## src/hw/rtl/aavr_pkg.sv

```systemverilog
// aavr_pkg: shared types, constants and helper functions of the axis-angle
// vector rotation unit (root, divider and series cells, matrix stages).
// No dependencies.
package aavr_pkg;

  // q2.30 unit and pi in the same scale
  localparam logic [31:0] Q_ONE  = 32'h4000_0000;
  localparam logic [31:0] PI_Q30 = 32'hC90F_DAA2;

  // output saturation limits
  localparam logic [31:0] SAT_MAX = 32'h7FFF_FFFF;
  localparam logic [31:0] SAT_MIN = 32'h8000_0000;

  // cell counts of the three chains
  localparam int unsigned SQRT_CELLS    = 32;
  localparam int unsigned DIV_CELLS     = 31;
  localparam int unsigned TAYLOR_CELLS  = 23;
  localparam int unsigned TAYLOR_STAGES = 3;

  // pipeline stage numbers, counted in registers after the accept edge
  localparam int unsigned ST_NORM    = 2;
  localparam int unsigned ST_L2      = 4;
  localparam int unsigned ST_ROOT    = ST_L2 + SQRT_CELLS;
  localparam int unsigned ST_DIVIN   = ST_ROOT + 1;
  localparam int unsigned ST_QUOT    = ST_DIVIN + DIV_CELLS;
  localparam int unsigned ST_UNIT    = ST_QUOT + 1;
  localparam int unsigned ST_TAYLOR  = ST_NORM + TAYLOR_STAGES * TAYLOR_CELLS;
  localparam int unsigned ST_SINCOS  = ST_TAYLOR + 1;
  localparam int unsigned U_DLY      = ST_SINCOS - ST_UNIT;
  localparam int unsigned ST_MAT     = ST_SINCOS + 3;
  localparam int unsigned PIPE_DEPTH = ST_MAT + 2;

  typedef enum logic [1:0] {
    QUAD_I   = 2'd0,
    QUAD_II  = 2'd1,
    QUAD_III = 2'd2,
    QUAD_IV  = 2'd3
  } quad_e;

  // square root cell data
  typedef struct packed {
    logic [63:0] rad;
    logic [33:0] rem;
    logic [31:0] root;
  } sqrt_cell_t;

  // divider cell data, three lanes share one divisor
  typedef struct packed {
    logic [2:0][63:0] r;
    logic [63:0]      d;
    logic [2:0][30:0] q;
  } div_cell_t;

  // series cell data
  typedef struct packed {
    logic [31:0]        t;
    logic [30:0]        x;
    logic signed [33:0] s;
    logic signed [33:0] c;
  } taylor_t;

  // per-cell series constants
  typedef struct packed {
    logic [4:0]  k;
    logic [31:0] recip;
    logic        to_sin;
    logic        sub;
  } tcoef_t;

  // data that rides alongside the chains
  typedef struct packed {
    logic [2:0][31:0] vec;
    logic [2:0][31:0] m;
    logic [2:0]       neg;
    logic             zero;
    quad_e            quad;
  } side_t;

  // floor(2^32 / k) for k = 2 .. 24
  localparam logic [31:0] RECIP [TAYLOR_CELLS] = '{
    32'h8000_0000, 32'h5555_5555, 32'h4000_0000, 32'h3333_3333,
    32'h2AAA_AAAA, 32'h2492_4924, 32'h2000_0000, 32'h1C71_C71C,
    32'h1999_9999, 32'h1745_D174, 32'h1555_5555, 32'h13B1_3B13,
    32'h1249_2492, 32'h1111_1111, 32'h1000_0000, 32'h0F0F_0F0F,
    32'h0E38_E38E, 32'h0D79_435E, 32'h0CCC_CCCC, 32'h0C30_C30C,
    32'h0BA2_E8BA, 32'h0B21_642C, 32'h0AAA_AAAA
  };

  // constants of series cell idx, which produces term k = idx + 2
  function automatic tcoef_t taylor_coef(input logic [4:0] idx);
    tcoef_t cf;
    logic [4:0] k;
    k         = idx + 5'd2;
    cf.k      = k;
    cf.recip  = RECIP[idx];
    cf.to_sin = k[0];
    cf.sub    = k[1];
    return cf;
  endfunction

  // q2.30 product, half rounded away from zero; magnitudes below 2^32
  function automatic logic signed [34:0] mulq(input logic signed [32:0] a,
                                              input logic signed [32:0] b);
    logic [32:0] ma;
    logic [32:0] mb;
    logic [63:0] p;
    logic [33:0] r;
    ma = a[32] ? 33'(-a) : 33'(a);
    mb = b[32] ? 33'(-b) : 33'(b);
    p  = ma[31:0] * mb[31:0];
    r  = 34'((p + 64'd536870912) >> 30);
    return (a[32] ^ b[32]) ? -$signed({1'b0, r}) : $signed({1'b0, r});
  endfunction

endpackage

```

## src/hw/rtl/aavr_div_cell.sv

```systemverilog
// aavr_div_cell: one restoring division step for three lanes that share a
// divisor, one quotient bit per cell. Depends on aavr_pkg.
module aavr_div_cell (
  input  logic               clk_i,
  input  logic               en_i,
  input  aavr_pkg::div_cell_t d_i,
  output aavr_pkg::div_cell_t q_o
);

  aavr_pkg::div_cell_t cell_d;
  aavr_pkg::div_cell_t cell_q;

  // compare each remainder against the shifted divisor
  always_comb begin
    for (int i = 0; i < 3; i++) begin
      if (d_i.r[i] >= d_i.d) begin
        cell_d.r[i] = d_i.r[i] - d_i.d;
        cell_d.q[i] = {d_i.q[i][29:0], 1'b1};
      end else begin
        cell_d.r[i] = d_i.r[i];
        cell_d.q[i] = {d_i.q[i][29:0], 1'b0};
      end
    end
    cell_d.d = d_i.d >> 1;
  end

  always_ff @(posedge clk_i) begin
    if (en_i) begin
      cell_q <= cell_d;
    end
  end

  assign q_o = cell_q;

endmodule

```

## config.mk

```make
export PLATFORM = sky130hd
export DESIGN_NAME = aavr_div_cell
export DESIGN_NICKNAME = d
export VERILOG_FILES = /design/src/hw/rtl/aavr_pkg.sv /design/src/hw/rtl/aavr_div_cell.sv
export SDC_FILE = /design/constraint.sdc
export NUM_CORES = 1
export LEC_CHECK = 0
export ABC_AREA = 1
export BUFFER_PORTS_ARGS = -buffer_cell sky130_fd_sc_hd__buf_2
export CAP_MARGIN = 20
export CORE_AREA = 2 2 282 284
export DETAILED_ROUTE_END_ITERATION = 8
export DIE_AREA = 0 0 284 286
export SYNTH_ARGS = -nofsm -noshare
export SYNTH_HDL_FRONTEND = slang
export SYNTH_SLANG_ARGS = --single-unit
```

## constraint.sdc

```tcl
create_clock -name clk_i -period 6.4 [get_ports clk_i]
set_clock_uncertainty 0.1 [all_clocks]
set_input_delay 0.32 -clock clk_i [delete_from_list [all_inputs] [get_ports clk_i]]
set_output_delay 0.32 -clock clk_i [all_outputs]
set_load 0.1 [all_outputs]
```

# ---- Word level (Yosys, flattened, before mapping)
# Index checks and enable logic that the tools add are counted.
dict set report totals {
  rom_bits 0
  out_inout_bits 349
  mem_bits_rw 0
  memories 0
  latchBits 0
  elab_cells 19
  inputBits 351
  ff_bits 348
}
dict set report classes {
  n_reduce_logical 0
  n_div 0
  multipliers 0
  bitwise_logic 0
  eq_ne 0
  n_mux 6
  n_addsub 3
  n_shift 0
  order_cmp 3
}
# operator n
set op_table {}
lappend op_table {{greater-or-equal comparator 64 bit} 3}
lappend op_table {{two-way mux 64 bit} 3}
lappend op_table {{subtractor 64 bit} 3}
lappend op_table {{two-way mux 1 bit} 3}

# ---- Depth between registers and ports, before layout
dict set report depth {
  word_depth 2
  ltp_mapped 18
  ltp_nobuf 17
}

# ---- Worst setup path after synthesis
# Ideal clock, no wire load.
dict set report synth_timing {
  path_kind {input-to-reg}
  start {in d_i[221] (netlist name)}
  end {reg cell_q (netlist bit q_o[276]) (data pin)}
  stages 18
  t_required_ns 6.047
  setup_time_ns 0.253
  path_slack_ns 3.982
  t_arrival_ns 2.065
  n_path_buf 1
  path_cell_list {inv_1 > ha_1 > fa_1 > inv_1 > nand3_1 > nand2_2 > nand2_1 > nand2_2 > nand2_1 > nand2_1 > nand2_1 > nand3_1 > nand2_1 > nand2_2 > inv_2 > buf_2 > nand2_1 > nand2_1}
}
# element line_no
set synth_lines {}
lappend synth_lines {{start, declared} aavr_div_cell.sv:6} ;# input aavr_pkg::div_cell_t d_i,
lappend synth_lines {{end signal, assigned} aavr_div_cell.sv:29} ;# cell_q <= cell_d;
lappend synth_lines {{end, declared} aavr_div_cell.sv:11} ;# aavr_pkg::div_cell_t cell_q;

==> out/results.ini <==
[cts]
clockRootBuffer=clkbuf_16
clkSinkCount=348
clkTransAtPathRegs_ns=0.06
cts_tree=built
holdBufCountCts=335
cts_buffers=43
clockBufferDepth=3
post_cts_buffers=0
htreeDepth=2
ctsResizeCount=0

[critical_path]
path_max_fanout=51
crit_type=input port to register
crit_path_end_kind=register
critPathRequiredTime_ns=6.77
critPathLaunchType=input port
cp.arrival_ns=4.43

[floorplan]
die_h_um=286
die_area_sq_um=81220
start_util_pct=39.72
core_sq_um=78360
row_count=103
die_w_um=284
io_pins=700

[yosys]
yosysWarnings=0
syn_area_sq_um=31120
synthArstFlopShare_pct=0
synth_seq_cells=348
syn_inst=4978
synthFlopType=edfxtp_1
synth-edff-count=348
synth.distinct_cells=32
syn_nets=5524
avgSynthCellArea_sq_um=6.252
synth-seq-area-share_pct=33.58

[final_layout]
largest_register_ffs=348
final_cell_mix=nand2_1 (2228), inv_1 (1096), buf_2 (694)
fin_util_pct=51.78
final_common_cell=nand2_1
nets=6564
drive_gt1_share_pct=13.34
fill_cells=8138
area_delta_synth_final_pct=30.36

[timing]
worst_pin_slew_ns=1.002
finalCritPeriodShare_pct=63.57
fmaxAchievable_ghz=0.2458
hold_viol_final=0
setup_violations=0
period_minus_slack_ns=4.068
rsz0062_at_grt=false
finalMaxSlewViolations=0
setup_tns_ns=0
relSlewSlack_pct=33.19

[routing]
dr.pass1.iters=6
viasPerCell=4.842
drtIter0Drc=2515
drcViolationCount=0
wl_per_cell_um=19.77
ant_nets=0
via_count=34373
routed_wl_mm=140.4

[power_and_ir_drop]
power_frac_comb_pct=45.8
power.internal_w=0.005336
switching_share_pct=47.63
peakVddDrop_mv=0.2120
cellLeakagePower_nw=23.22
netSwitchingPower_w=0.004853
power_frac_seq_pct=28.9
power_per_cell_area_nw_per_um2=251.1
p_clk_share_pct=25.3

[grt]
antenna_found_initial=12
use_met2_pct=60.37
met1_usage_pct=39.94
grt_start_max_net_pins=159
grt_usage_pct=33.54
overflow=0
grt_pass1_vias=33274
grt.busiest_layer=met2
grt_pass1_wl_mm=202.7
met3_usage_pct=4.107

[place]
dp_hpwl_mm=116.6
place_congestion=1.060
portBuffers=695

[min_path]
hp-class=input port to register

[run_status]
status=complete, no violations

[run]
maxCapViolations=0

-- final timing paths --
path / end / cells past startpoint / from
worst max-delay path: q_o[214]$_DFFE_PP_ / 16 / d_i[144]
worst min-delay path: q_o[261]$_DFFE_PP_ / 3 / d_i[261]
-- stage by stage --
step	cell area (sq um)	cells	power, W	hold slack (ns)	worst slack (ns)
after floorplan	31120	4978	0.006338	0.3189	3.982
after global placement	35750	6687	0.007431	0.3967	2.380
after detailed placement	35770	6688	0.007444	0.3981	2.364
after CTS	40570	7098	0.01019	0.003738	2.416
after global routing	40570	7099	0.01061	0.03209	2.079
final	40570	7099	0.01019	0.03189	2.332
-- power by group through the flow --
stage          Clock (W)  Sequential [W]  Combinational [W]
2_1_floorplan          0         0.00486            0.00148
3_3_place_gp           0         0.00298            0.00445
3_5_place_dp           0         0.00298            0.00446
4_1_cts          0.00261         0.00294            0.00464
5_1_grt          0.00269         0.00296            0.00495
6_report         0.00258         0.00294            0.00467
-- critical path, cell delays in order --
cell and delay, ns:
dlygate4sd3_1 0.56, buf_2 0.15, inv_1 0.31, ha_1 0.41, nand2_1 0.24, inv_1 0.07
a21oi_1 0.23, o21ai_0 0.16, nand2_1 0.09, nand2_1 0.10, nor2_1 0.21, nand2_4 0.27
inv_2 0.81, buf_4 0.26, nand2_1 0.09, nand2_1 0.09
-- synth_stat cells, types with 5 or more instances --
master	instances	area [sq um]
a21oi_1	127	635.6
and2_1	5	31.28
buf_2	27	135.1
buf_6	8	90.09
clkbuf_1	6	22.52
edfxtp_1	348	10450
ha_1	192	2402
inv_1	1096	4114
inv_2	8	30.03
nand2_1	2228	8363
nand2_2	13	81.33
nand3_1	319	1597
nand3_2	11	110.1
nand4_1	60	375.4
nor2_1	355	1333
nor2_2	5	31.28
nor3_1	28	140.1
nor4_1	7	43.79
o21ai_0	21	105.1
xor2_1	90	788.3
-- cell type report --
type	instances	area (sq um)	area share [%]
multi-input cells	3479	16250	40.05
flip-flops and latches	348	10450	25.76
repair buffers	1041	6962	17.16
inverters	1105	4148	10.22
well taps	1050	1314	3.238
clock buffers	52	1110	2.735
clock inverters	23	336.6	0.8296
diodes	1	2.502	0.006168
-- per-layer routing --
layer	vias to the layer above	wire, um
met4	6	7064
li1	17211	-
met5	-	31
met2	1196	68710
met1	15695	56330
met3	265	8236
-- cells by family after synthesis --
family                   share of synthesized area [%]
other                                          0.01205
XOR/XNOR                                         2.617
flip-flops                                       33.58
buffers and inverters                            14.27
adder cells (fa/ha/maj)                          7.912
AO/OA/AOI/OAI                                    2.460
AND/OR/NAND/NOR                                  39.16
(Power assumes the default switching activity.)
