<file path="src/hw/rtl/aavr_pkg.sv">
// aavr_pkg: shared types, constants and helper functions of the axis-angle
// vector rotation unit (root, divider and series cells, matrix stages).
// No dependencies.
package aavr_pkg;

  // q2.30 unit and pi in the same scale
  localparam logic [31:0] Q_ONE  = 32'h4000_0000;
  localparam logic [31:0] PI_Q30 = 32'hC90F_DAA2;

  // output saturation limits
  localparam logic [31:0] SAT_MAX = 32'h7FFF_FFFF;
  localparam logic [31:0] SAT_MIN = 32'h8000_0000;

  // cell counts of the three chains
  localparam int unsigned SQRT_CELLS    = 32;
  localparam int unsigned DIV_CELLS     = 31;
  localparam int unsigned TAYLOR_CELLS  = 23;
  localparam int unsigned TAYLOR_STAGES = 3;

  // pipeline stage numbers, counted in registers after the accept edge
  localparam int unsigned ST_NORM    = 2;
  localparam int unsigned ST_L2      = 4;
  localparam int unsigned ST_ROOT    = ST_L2 + SQRT_CELLS;
  localparam int unsigned ST_DIVIN   = ST_ROOT + 1;
  localparam int unsigned ST_QUOT    = ST_DIVIN + DIV_CELLS;
  localparam int unsigned ST_UNIT    = ST_QUOT + 1;
  localparam int unsigned ST_TAYLOR  = ST_NORM + TAYLOR_STAGES * TAYLOR_CELLS;
  localparam int unsigned ST_SINCOS  = ST_TAYLOR + 1;
  localparam int unsigned U_DLY      = ST_SINCOS - ST_UNIT;
  localparam int unsigned ST_MAT     = ST_SINCOS + 3;
  localparam int unsigned PIPE_DEPTH = ST_MAT + 2;

  typedef enum logic [1:0] {
    QUAD_I   = 2'd0,
    QUAD_II  = 2'd1,
    QUAD_III = 2'd2,
    QUAD_IV  = 2'd3
  } quad_e;

  // square root cell data
  typedef struct packed {
    logic [63:0] rad;
    logic [33:0] rem;
    logic [31:0] root;
  } sqrt_cell_t;

  // divider cell data, three lanes share one divisor
  typedef struct packed {
    logic [2:0][63:0] r;
    logic [63:0]      d;
    logic [2:0][30:0] q;
  } div_cell_t;

  // series cell data
  typedef struct packed {
    logic [31:0]        t;
    logic [30:0]        x;
    logic signed [33:0] s;
    logic signed [33:0] c;
  } taylor_t;

  // per-cell series constants
  typedef struct packed {
    logic [4:0]  k;
    logic [31:0] recip;
    logic        to_sin;
    logic        sub;
  } tcoef_t;

  // data that rides alongside the chains
  typedef struct packed {
    logic [2:0][31:0] vec;
    logic [2:0][31:0] m;
    logic [2:0]       neg;
    logic             zero;
    quad_e            quad;
  } side_t;

  // floor(2^32 / k) for k = 2 .. 24
  localparam logic [31:0] RECIP [TAYLOR_CELLS] = '{
    32'h8000_0000, 32'h5555_5555, 32'h4000_0000, 32'h3333_3333,
    32'h2AAA_AAAA, 32'h2492_4924, 32'h2000_0000, 32'h1C71_C71C,
    32'h1999_9999, 32'h1745_D174, 32'h1555_5555, 32'h13B1_3B13,
    32'h1249_2492, 32'h1111_1111, 32'h1000_0000, 32'h0F0F_0F0F,
    32'h0E38_E38E, 32'h0D79_435E, 32'h0CCC_CCCC, 32'h0C30_C30C,
    32'h0BA2_E8BA, 32'h0B21_642C, 32'h0AAA_AAAA
  };

  // constants of series cell idx, which produces term k = idx + 2
  function automatic tcoef_t taylor_coef(input logic [4:0] idx);
    tcoef_t cf;
    logic [4:0] k;
    k         = idx + 5'd2;
    cf.k      = k;
    cf.recip  = RECIP[idx];
    cf.to_sin = k[0];
    cf.sub    = k[1];
    return cf;
  endfunction

  // q2.30 product, half rounded away from zero; magnitudes below 2^32
  function automatic logic signed [34:0] mulq(input logic signed [32:0] a,
                                              input logic signed [32:0] b);
    logic [32:0] ma;
    logic [32:0] mb;
    logic [63:0] p;
    logic [33:0] r;
    ma = a[32] ? 33'(-a) : 33'(a);
    mb = b[32] ? 33'(-b) : 33'(b);
    p  = ma[31:0] * mb[31:0];
    r  = 34'((p + 64'd536870912) >> 30);
    return (a[32] ^ b[32]) ? -$signed({1'b0, r}) : $signed({1'b0, r});
  endfunction

endpackage

</file>
<file path="src/hw/rtl/aavr_sqrt_cell.sv">
// aavr_sqrt_cell: one step of the digit-by-digit integer square root,
// one result bit per cell. Depends on aavr_pkg.
module aavr_sqrt_cell (
  input  logic                clk_i,
  input  logic                en_i,
  input  aavr_pkg::sqrt_cell_t d_i,
  output aavr_pkg::sqrt_cell_t q_o
);

  logic [35:0] r2;
  logic [35:0] trial;
  logic        ge;
  aavr_pkg::sqrt_cell_t cell_d;
  aavr_pkg::sqrt_cell_t cell_q;

  // bring in two radicand bits and try the next root bit
  always_comb begin
    r2          = {d_i.rem, d_i.rad[63:62]};
    trial       = {2'b00, d_i.root, 2'b01};
    ge          = (r2 >= trial);
    cell_d.rad  = d_i.rad << 2;
    cell_d.rem  = ge ? 34'(r2 - trial) : r2[33:0];
    cell_d.root = {d_i.root[30:0], ge};
  end

  always_ff @(posedge clk_i) begin
    if (en_i) begin
      cell_q <= cell_d;
    end
  end

  assign q_o = cell_q;

endmodule

</file>
<file path="config.mk">
export PLATFORM = sky130hd
export DESIGN_NAME = aavr_sqrt_cell
export DESIGN_NICKNAME = d
export VERILOG_FILES = /design/src/hw/rtl/aavr_pkg.sv /design/src/hw/rtl/aavr_sqrt_cell.sv
export SDC_FILE = /design/constraint.sdc
export NUM_CORES = 1
export LEC_CHECK = 0
export ABC_AREA = 0
export BUFFER_PORTS_ARGS = -buffer_cell sky130_fd_sc_hd__buf_2
export CORE_ASPECT_RATIO = 1.1
export CORE_MARGIN = 10
export CORE_UTILIZATION = 48
export DETAILED_ROUTE_END_ITERATION = 7
export GPL_TIMING_DRIVEN = 0
export PLACE_DENSITY = 0.78
export SLEW_MARGIN = 20
export SYNTH_ARGS = -nofsm -noshare
export SYNTH_HDL_FRONTEND = slang
export SYNTH_SLANG_ARGS = --single-unit
</file>
<file path="constraint.sdc">
create_clock -name clk_i -period 3.2 [get_ports clk_i]
set_input_delay 0.16 -clock clk_i [delete_from_list [all_inputs] [get_ports clk_i]]
set_output_delay 0.16 -clock clk_i [all_outputs]
set_load 0.005 [all_outputs]
</file>
Word level (Yosys, flattened, before mapping). Index checks and enable logic that the tools add are counted.

Multipliers: 0. Equality and inequality tests: 0. Magnitude comparators: 1. Mux-type cells: 1. Bitwise logic cells: 0. Reductions and logical operators: 0. Add/sub/neg operators: 1. Shifts and indexed selects: 0. Divide/modulo/power cells: 0.

Operators by type and width (number): 36-bit by 34-bit >= comparator with 1-bit output (1); 34-bit two-way mux (1); 34-bit subtractor (1).

Output and inout port bits: 130. Bits in latches: 0. Memories kept: 0. Memory bits (writable): 0. Bits in registers: 128. Input port bits: 132. ROM bits: 0. Word-level logic and storage cells: 6.

Longest topological paths before layout. Gate-level depths: netlist of run 1.

Depth after elaboration: 2. Mapped depth: 13.

Worst setup path before layout of run 1. Ideal clock, no wire load.

Path type: in2reg. Start: input d_i[9] (netlist bit). End: register cell_q (netlist bit q_o[59]), data pin. Data arrival time: 2.159 ns. Setup time: 0.260 ns. Data required time: 2.940 ns. Buffers on the path: 0. Stages on the path: 10. Path slack: 0.781 ns. Cells stage by stage: inv_1 ha_1 a21o_1 a31o_1 a211oi_4 o211ai_2 a21bo_2 mux2i_1 o221ai_1 mux2_4.

RTL lines: start, declared (line aavr_sqrt_cell.sv:6) `input aavr_pkg::sqrt_cell_t d_i,`; end signal, assigned (line aavr_sqrt_cell.sv:28) `cell_q <= cell_d;`; end, declared (line aavr_sqrt_cell.sv:14) `aavr_pkg::sqrt_cell_t cell_q;`.

==> results of run 1 <==
[metrics by stage]
step	area (um2)	cells	total power [mW]
6_report	9440	1055	5.21
5_1_grt	9440	1055	5.42
4_1_cts	9420	1050	5.17
3_5_place_dp	7850	925	2.98
3_3_place_gp	7810	924	2.96
2_1_floorplan	6320	508	2.57
[power groups by stage]
| stage | combinational (mW) | sequential [mW] | clock (mW) |
|---|---|---|---|
| floorplan | 0.410 | 2.16 | 0 |
| global placement | 0.835 | 2.13 | 0 |
| detailed placement | 0.858 | 2.13 | 0 |
| CTS | 0.958 | 2.09 | 2.12 |
| global route | 1.07 | 2.12 | 2.23 |
| finish | 0.984 | 2.10 | 2.12 |
[final cells by class]
| type | instances | area share |
|---|---|---|
| antenna | 3 | 0.000795 |
| sequential | 128 | 0.407 |
| tap | 157 | 0.0208 |
| buffer | 16 | 0.0101 |
| clock buffer | 19 | 0.0459 |
| timing repair buffer | 355 | 0.241 |
| inverter | 43 | 0.0172 |
| multi-input combinational | 321 | 0.235 |
| clock inverter | 13 | 0.0220 |
[layout by cell type, fill, tap and decap left out, drive strengths merged, types with 5 or more instances in the layout]
cell type,synthesis,layout
buf,9,271
dlygate4sd3,0,93
bufinv,0,5
nand2b,5,5
ha,34,34
nor3,10,10
xnor2,14,14
edfxtp,128,128
a21o,20,20
nand2,58,58
xor2,13,13
and2,5,5
o31ai,5,5
and3,5,5
a31oi,5,5
o21ai,46,46
clkbuf,7,26
nor2,18,18
a21oi,28,28
nand4,7,7
nand3,6,6
inv,42,44
[routing by layer]
| metal | vias up | track usage | routed length (um) |
|---|---|---|---|
| met3 | 44 | 0.111 | 2500 |
| met1 | 2714 | 0.264 | 8250 |
| li1 | 2629 | - | - |
| met5 | - | 0 | 13 |
| met4 | 2 | 0.102 | 720 |
| met2 | 331 | 0.438 | 11800 |
[kinds of logic after synthesis]
| logic type | count (synthesis) | share of synthesized area |
|---|---|---|
| AOI/OAI and AO/OA | 133 | 0.148 |
| xor gates and xnor gates | 27 | 0.0374 |
| adders and majority gates | 34 | 0.0674 |
| buffers and inverters | 59 | 0.0408 |
| DFF | 128 | 0.609 |
| muxes | 5 | 0.00872 |
| other | 1 | 0.000594 |
| and+or+nand+nor | 120 | 0.0888 |
[what timing repair did]
| action | CTS | global route |
|---|---|---|
| hold buffers | 93 | 0 |
| buffers inserted | 0 | 2 |
| endpoints found under the hold margin | 93 | 0 |
| setup endpoints to repair | 0 | 11 |
[critical path: stages]
cell	delay (ns)
dlygate4sd3_1	0.53
buf_2	0.11
inv_1	0.06
ha_1	0.40
a21oi_1	0.29
nor2_1	0.08
o31ai_1	0.28
nand3b_1	0.21
o41ai_2	0.62
nor3_1	0.15
o41ai_2	0.33
[worst min-delay path by stage]
stage                        start  endpoint  slack, ns  depth (start not counted)
final                      d_i[47]   q_o[49]       0.04                          3
after global routing       d_i[62]   q_o[64]       0.04                          3
after CTS                  d_i[41]   q_o[43]       0.02                          3
after detailed placement   d_i[87]   q_o[89]       0.34                          1
after global placement    d_i[104]  q_o[106]       0.34                          1
after floorplan            d_i[98]  q_o[100]       0.26                          0
==> impl_results.md, run 1 <==
* Worst Setup EP: q_o[65]
* Die W at 129 um
* Setup_tns at 0 ns
* Worst Setup End Kind: flip-flop
* Layout net count at 1,048
* Footprint of the multi-input gates at 0.00222 mm2
* Fin. Hold Viols at 0
* WL final at 23.3 mm
* DRC violations left at 0
* First-pass GRT wire length at 34.9 mm
* Antenna Nets Post-Route at 0
* Fmax at 333 MHz
* Mapped Cells at 507
* Worst-Margin Slew at 0.614 ns
* Min-Delay Path Class: input port to flip-flop
* Req. time, crit path at 3.42 ns
* Sequential cell area at 0.00384 mm2
* # rows at 43
* Total number of vias at 5,720
* Layout Utilization at 0.740
* Largest net degree at the start of global routing at 90
* Asr flop ratio synth at 0
* Worst Setup SP: d_i[12]
* Slew Limit Fails at 0
* Initial antenna violation count at 4
* Max reg flops at 128
* Area grow syn2layout at 49.5%
* Worst setup margin at 0.195 ns
* RSZ-0062 raised after global routing: false
* Worst path arrival time at 3.22 ns
* Setup crit start kind: input port
* Starting DRT DRC Count at 442
* Layout cells sized above 1 at 0.363
* Clk buf depth at 2
* Num CTS Buffers at 17
* Comb pwr share at 0.189
* Final setup viols at 0
* WL per Instance at 22.1 um
* Internal at 3.89 mW
* Filler cells at 789
* Ys Warns at 0
* Netlist cell types at 62
* Status: complete, no violations
* Overflow after GRT at 0
* Via density at 5.42
* Die height at 140 um
* Crit path max fanout at 6
* EDFF count, synth at 128
* Sequential area share after synthesis at 0.609
* Dpl hpwl at 15.2 mm
* Most instantiated cells after synthesis: edfxtp_1, nand2_1, inv_1
* Setup Crit Path Kind: input port to flip-flop
* Initial DRT Pass Iterations at 5
* Mapped Area at 0.00631 mm2
* Initial Util at 0.495
* Main area contributors after synthesis: edfxtp_1, ha_1, nand2_1, o21ai_0, inv_1
* Vias in the first global route at 5,871
* Synth top area share at 0.609
* P_leak at 4.23 nW
* Worst VDD drop at 0.288 mV
* Overall routing resource usage at 0.254
* CTS Sinks at 128
* Die Area at 0.0181 mm2
* Number of I/O port buffers at 259
* Post_cts resized at 0
* Power density cells at 552 mW/mm2
* CTS clk-pin slew, worst paths at 0.06 ns
* Final period util at 0.939
* Switch Pwr at 1.32 mW
* Switching part of the total at 0.253
* Clock share of power at 0.407
* Ports at 262
* Max-cap violations at 0
* Global placer's final weighted congestion at 0.859
* Worst hold slack at 0.0433 ns
* Synthesized flop and latch total at 128
* Worst setup slack after placement at 0.333 ns
* Min Clock Period, post-route at 3.00 ns
* Syn Area/Cell at 12.5 um2
* Slew Limit Headroom at 0.586
* Most numerous cell in the Yosys netlist: edfxtp_1
* Core box area at 0.0128 mm2
* Post-synth top area cell: edfxtp_1
* Main synth FF type: edfxtp_1
* Clock root cell: clkbuf_16
* H-tree Lvls at 4
* CTS tree: built
* Reg power frac at 0.404
(Power assumes the default switching activity.)
==> inputs of run 2 (changes only) <==
--- a/config.mk
+++ b/config.mk
@@ -12,7 +12,7 @@
 export CORE_UTILIZATION = 48
 export DETAILED_ROUTE_END_ITERATION = 7
 export GPL_TIMING_DRIVEN = 0
-export PLACE_DENSITY = 0.78
+export PLACE_DENSITY = 0.88
 export SLEW_MARGIN = 20
 export SYNTH_ARGS = -nofsm -noshare
 export SYNTH_HDL_FRONTEND = slang
==> run 2 against run 1 <==
Compared with the run above: clock power shrank 5%; final cell count is essentially flat; global-route usage rose by 0.92 points; critical path type unchanged; critical endpoint is now q_o[51]; largest power group is now registers; highest routed layer unchanged.
==> impl_results.md, run 2 (synthesis results as in run 1) <==
* Worst setup slack after placement at 0.283 ns (-0.0497 ns)
* Initial Util at 0.495 (unchanged)
* Die Area at 0.0181 mm2 (unchanged)
* Largest net degree at the start of global routing at 82 (-8.9%)
* Total Power at 5.14 mW (-1.4%)
* Worst path arrival time at 3.22 ns (about the same)
* First-pass GRT wire length at 36.3 mm (+3.9%)
* Core box area at 0.0128 mm2 (unchanged)
* # rows at 43 (unchanged)
* Max incr delay on CP at 0.53 ns (-0.09 ns)
* Crit path buf inv count at 5 (+2)
* Filler cells at 753 (-4.6%)
* Max reg flops at 128 (unchanged)
* Clk buf depth at 2 (unchanged)
* Die W at 129 um (unchanged)
* CP Cell Sequence: dlygate4sd3_1, buf_2, inv_1, ha_1, nor2b_1, o31a_1, o21ai_0, o211ai_1, a211oi_1, o21a_1, buf_6, buf_2, o21ai_0
* CP delay by family, top: compound AO/OA/AOI/OAI gates
* Dpl hpwl at 15.2 mm (-0.17%)
* Worst-Margin Slew at 0.616 ns (+0.00269 ns)
* Placed instance count at 925 (unchanged)
* Die height at 140 um (unchanged)
* Setup crit start kind: input port
* Min-Delay Path Class: input port to flip-flop
* Vias in the first global route at 6,097 (+3.8%)
* Starting DRT DRC Count at 576 (+30%)
* Slew Limit Headroom at 0.587 (+0.000869)
* Global placer's final weighted congestion at 0.835 (-2.8%)
* Slowest stage cell, crit path: dlygate4sd3_1
* Overflow after GRT at 0 (unchanged)
* Layout net count at 1,048 (unchanged)
* Final setup viols at 0 (unchanged)
* Worst VDD drop at 0.300 mV (+4.0%)
* Fin. Hold Viols at 0 (unchanged)
* P_leak at 4.21 nW (-0.38%)
* Initial DRT Pass Iterations at 5 (unchanged)
* Power density cells at 546 mW/mm2 (-1.1%)
* Initial antenna violation count at 3 (-1)
* Clock root cell: clkbuf_16
* Ports at 262 (unchanged)
* Total number of vias at 6,010 (+5.1%)
* Setup_tns at 0 ns (unchanged)
* Via density at 5.69 (+5.0%)
* Worst setup margin at 0.131 ns (-0.0639 ns)
* Antenna Nets Post-Route at 0 (unchanged)
* Layout cells sized above 1 at 0.366 (+0.00305)
* CTS tree: built
* Min Clock Period, post-route at 3.07 ns (+0.0639 ns)
* Max-cap violations at 0 (unchanged)
* Footprint of the multi-input gates at 0.00222 mm2 (+0.28%)
* DRC violations left at 0 (unchanged)
* Slew Limit Fails at 0 (unchanged)
* H-tree Lvls at 4 (unchanged)
* WL final at 24.7 mm (+5.8%)
* Number of I/O port buffers at 259 (unchanged)
* Status: complete, no violations
* Crit path max fanout at 10 (+4)
* Final period util at 0.959 (+0.0200)
* Fmax at 326 MHz (-2.1%)
* Commonest cells after routing, fill and taps aside: buf_2, edfxtp_1, dlygate4sd3_1, nand2_1, inv_1
* Setup Crit Path Kind: input port to flip-flop
* Worst Setup End Kind: flip-flop
* Sequential cell area at 0.00384 mm2 (unchanged)
* RSZ-0062 raised after global routing: false
* Area grow syn2layout at 49.0%
* Commonest non-fill, non-tap cell in the layout: buf_2
* Overall routing resource usage at 0.263 (+0.00923)
* CTS clk-pin slew, worst paths at 0.07 ns (about the same)
* WL per Instance at 23.3 um (+5.7%)
* Req. time, crit path at 3.35 ns (-0.07 ns)
* Post-Layout Cell Count at 1,056 (+0.095%)
* Num CTS Buffers at 17 (unchanged)
* CTS Sinks at 128 (unchanged)
[run 2: cell types whose count changed in the layout (fill, tap and decap cells not counted), sizes merged]
cell / previous run / this run
diode: 3 / 6
bufinv: 5 / 3
inv: 44 / 45
clkinvlp: 3 / 2
buf: 271 / 269
clkinv: 4 / 6
[run 2: cell type report]
cell class / count / area share
sequential: 128 / 0.409
timing repair buffer: 355 / 0.242
multi-input combinational: 321 / 0.236
clock buffer: 17 / 0.0452
tap: 157 / 0.0209
clock inverter: 13 / 0.0174
inverter: 43 / 0.0173
buffer: 16 / 0.0109
antenna: 6 / 0.00160
[run 2: worst min-delay path: cells and delay by family]
kind                   cells  cell delay (ns)
AO/OA/AOI/OAI              1             0.05
buffers and inverters      1             0.09
AND/OR/NAND/NOR            1             0.04
[run 2: power breakdown]
group	switching, mW	leakage (nW)	internal [mW]
Clock	0.795	0.286	1.22
Sequential	0.0598	1.25	2.06
Combinational	0.547	2.67	0.458
[run 2: what timing repair did]
action,CTS,global route
hold buffers,93,0
endpoints found under the setup margin,0,21
buffers inserted,0,2
gates resized for setup,0,5
hold endpoints to repair,93,0
[run 2: per-stage QoR]
stage / hold WS [ns] / area, um2 / util
after CTS: 0.0156 / 9370 / 0.734
final: 0.0216 / 9410 / 0.738
after global routing: 0.0352 / 9400 / 0.737
after detailed placement: 0.339 / 7850 / 0.615
after floorplan: 0.259 / 6320 / -
after global placement: 0.336 / 7810 / 0.613
[run 2: worst paths after layout]
kind / end / startpoint / cells after the start
max: q_o[51] / d_i[0] / 13
min: q_o[39] / d_i[37] / 3
[run 2: layer usage]
layer	routed length [um]	share of wire	global-route usage	vias to the layer above
met3	2670	0.11	0.0966	94
met4	1380	0.056	0.149	2
met5	13	0.00053	0	-
li1	-	-	-	2632
met2	11900	0.48	0.436	437
met1	8650	0.35	0.284	2845
==> inputs of run 3 (changes only) <==
--- a/config.mk
+++ b/config.mk
@@ -6,7 +6,7 @@
 export NUM_CORES = 1
 export LEC_CHECK = 0
 export ABC_AREA = 0
-export BUFFER_PORTS_ARGS = -buffer_cell sky130_fd_sc_hd__buf_2
+export BUFFER_PORTS_ARGS = -buffer_cell sky130_fd_sc_hd__buf_4
 export CORE_ASPECT_RATIO = 1.1
 export CORE_MARGIN = 10
 export CORE_UTILIZATION = 48
==> run 3 against run 2 <==
Compared with the run above: via count shrank 2.9%; clock power shrank 4%; first-iteration DRC count shrank 6.9%; global-route usage grew 0.17 points; total power grew 1.2%; non-clock buffer count shrank 1; largest power group unchanged.
==> impl_results.md, run 3 (synthesis results as in run 1) <==
* Ports at 262 (unchanged)
* Initial antenna violation count at 4 (+1)
* WL final at 24.8 mm (+0.43%)
* Initial Util at 0.495 (unchanged)
* Die W at 129 um (unchanged)
* Commonest cells after routing, fill and taps aside: buf_4, edfxtp_1, dlygate4sd3_1, nand2_1, inv_1
* P_leak at 4.42 nW (+5.0%)
* Worst VDD drop at 0.317 mV (+5.9%)
* Footprint of the multi-input gates at 0.00222 mm2 (unchanged)
* Antenna Nets Post-Route at 0 (unchanged)
* Fin. Hold Viols at 0 (unchanged)
* Clk buf depth at 2 (unchanged)
* Slew Limit Fails at 0 (unchanged)
* Num CTS Buffers at 17 (unchanged)
* First-pass GRT wire length at 36.2 mm (-0.12%)
* Starting DRT DRC Count at 536 (-6.9%)
* Die Area at 0.0181 mm2 (unchanged)
* Hold path cells at 3 (unchanged)
* Setup_tns at 0 ns (unchanged)
* Clock root cell: clkbuf_16
* Sequential cell area at 0.00384 mm2 (unchanged)
* Commonest non-fill, non-tap cell in the layout: buf_4
* Total number of vias at 5,835 (-2.9%)
* Setup crit start kind: input port
* CTS clk-pin slew, worst paths at 0.06 ns (about the same)
* Placed instance count at 925 (unchanged)
* Final setup viols at 0 (unchanged)
* Number of I/O port buffers at 259 (unchanged)
* Status: complete, no violations
* Crit path max fanout at 10 (unchanged)
* Min Clock Period, post-route at 3.05 ns (-0.0164 ns)
* Critical Path Stages at 14 (+1)
* # rows at 43 (unchanged)
* WL per Instance at 23.5 um (+0.52%)
* H-tree Lvls at 4 (unchanged)
* CP Cell Sequence: dlygate4sd3_1, buf_4, inv_1, ha_1, clkbuf_2, nand4_2, nor4_2, nand2_1, o311ai_1, a211oi_1, o21a_1, buf_6, clkbuf_4, o21ai_0
* Layout net count at 1,047 (-0.095%)
* Crit path buf inv count at 6 (+1)
* Fmax at 328 MHz (+0.54%)
* CTS tree: built
* Max incr delay on CP at 0.55 ns (+0.02 ns)
* CP delay by family, top: buffers and inverters
* Req. time, crit path at 3.41 ns (+0.06 ns)
* CTS Sinks at 128 (unchanged)
* Worst path arrival time at 3.26 ns (+0.04 ns)
* Worst Setup End Kind: flip-flop
* Via density at 5.53 (-2.8%)
* Slew Limit Headroom at 0.565 (-0.0223)
* Global placer's final weighted congestion at 0.874 (+4.7%)
* DRC violations left at 0 (unchanged)
* Final period util at 0.954 (-0.00514)
* Max-cap violations at 0 (unchanged)
* Largest net degree at the start of global routing at 88 (+7.3%)
* RSZ-0062 raised after global routing: false
* Dpl hpwl at 15.9 mm (+4.6%)
* Overall routing resource usage at 0.265 (+0.00171)
* Post-Layout Cell Count at 1,055 (-0.095%)
* Power density cells at 519 mW/mm2 (-5.0%)
* Area grow syn2layout at 58.7%
* Setup Crit Path Kind: input port to flip-flop
* Min-Delay Path Class: input port to flip-flop
* Vias in the first global route at 5,986 (-1.8%)
* Overflow after GRT at 0 (unchanged)
* Initial DRT Pass Iterations at 6 (+1)
* Filler cells at 701 (-6.9%)
* Core box area at 0.0128 mm2 (unchanged)
* Max reg flops at 128 (unchanged)
* Slowest stage cell, crit path: dlygate4sd3_1
* Die height at 140 um (unchanged)
* Worst-Margin Slew at 0.645 ns (+0.0291 ns)
* Layout cells sized above 1 at 0.358 (-0.00824)
==> run 3: changes by cell type in the layout (fill, tap and decap cells not counted), moves of 2 or more <==
cell	previous run	this run
clkbuf_1	4	6
clkbuf_4	3	1
buf_2	262	6
diode_2	6	4
buf_4	4	261
clkinv_1	0	6
clkinv_2	4	2
clkinv_4	2	0
==> run 3: stage by stage <==
stage / worst slack (ns) / utilization / hold slack, ns / instance area (um2) / power (mW)
after floorplan: 0.781 / - / 0.259 / 6320 / 2.57
after global routing: 0.00175 / 0.786 / 0.0265 / 10000 / 5.38
after global placement: 0.358 / 0.663 / 0.339 / 8460 / 3.09
after detailed placement: 0.329 / 0.666 / 0.339 / 8490 / 3.13
after CTS: 0.174 / 0.784 / 0.0132 / 10000 / 5.13
final: 0.148 / 0.786 / 0.0390 / 10000 / 5.20
==> run 3: path summary, 6_finish.rpt <==
check / endpoint / start / slack, ns
setup / recovery: q_o[54] / d_i[13] / 0.15
hold / removal: q_o[62] / d_i[60] / 0.04
==> run 3: repair_timing <==
item / 4_1_cts / 5_1_grt
buffers inserted: 0 / 1
setup endpoints to repair: 0 / 13
gates resized for setup: 0 / 3
hold buffers: 93 / 0
hold endpoints to repair: 93 / 0
==> run 3: report_power, final <==
part | total, mW | internal [mW] | switching, mW
logic | 1.14 | 0.582 | 0.554
registers | 2.12 | 2.06 | 0.0666
clock network | 1.94 | 1.21 | 0.727
total | 5.20 | 3.85 | 1.35
==> run 3: area by class of cell <==
cell class,instances,area share
diodes,4,0.000999
plain buffers,16,0.00974
clock buffers,19,0.0432
clock inverters,13,0.0142
inverters,43,0.0162
multi-input cells,321,0.222
flip-flops and latches,128,0.383
well taps,157,0.0196
repair buffers,354,0.291
==> run 3: layer usage <==
metal	vias up	part of all wire	global-route usage
li1	2631	-	-
met1	2741	0.35	0.284
met2	397	0.48	0.438
met3	66	0.12	0.104
met4	0	0.047	0.146
met5	-	0	0
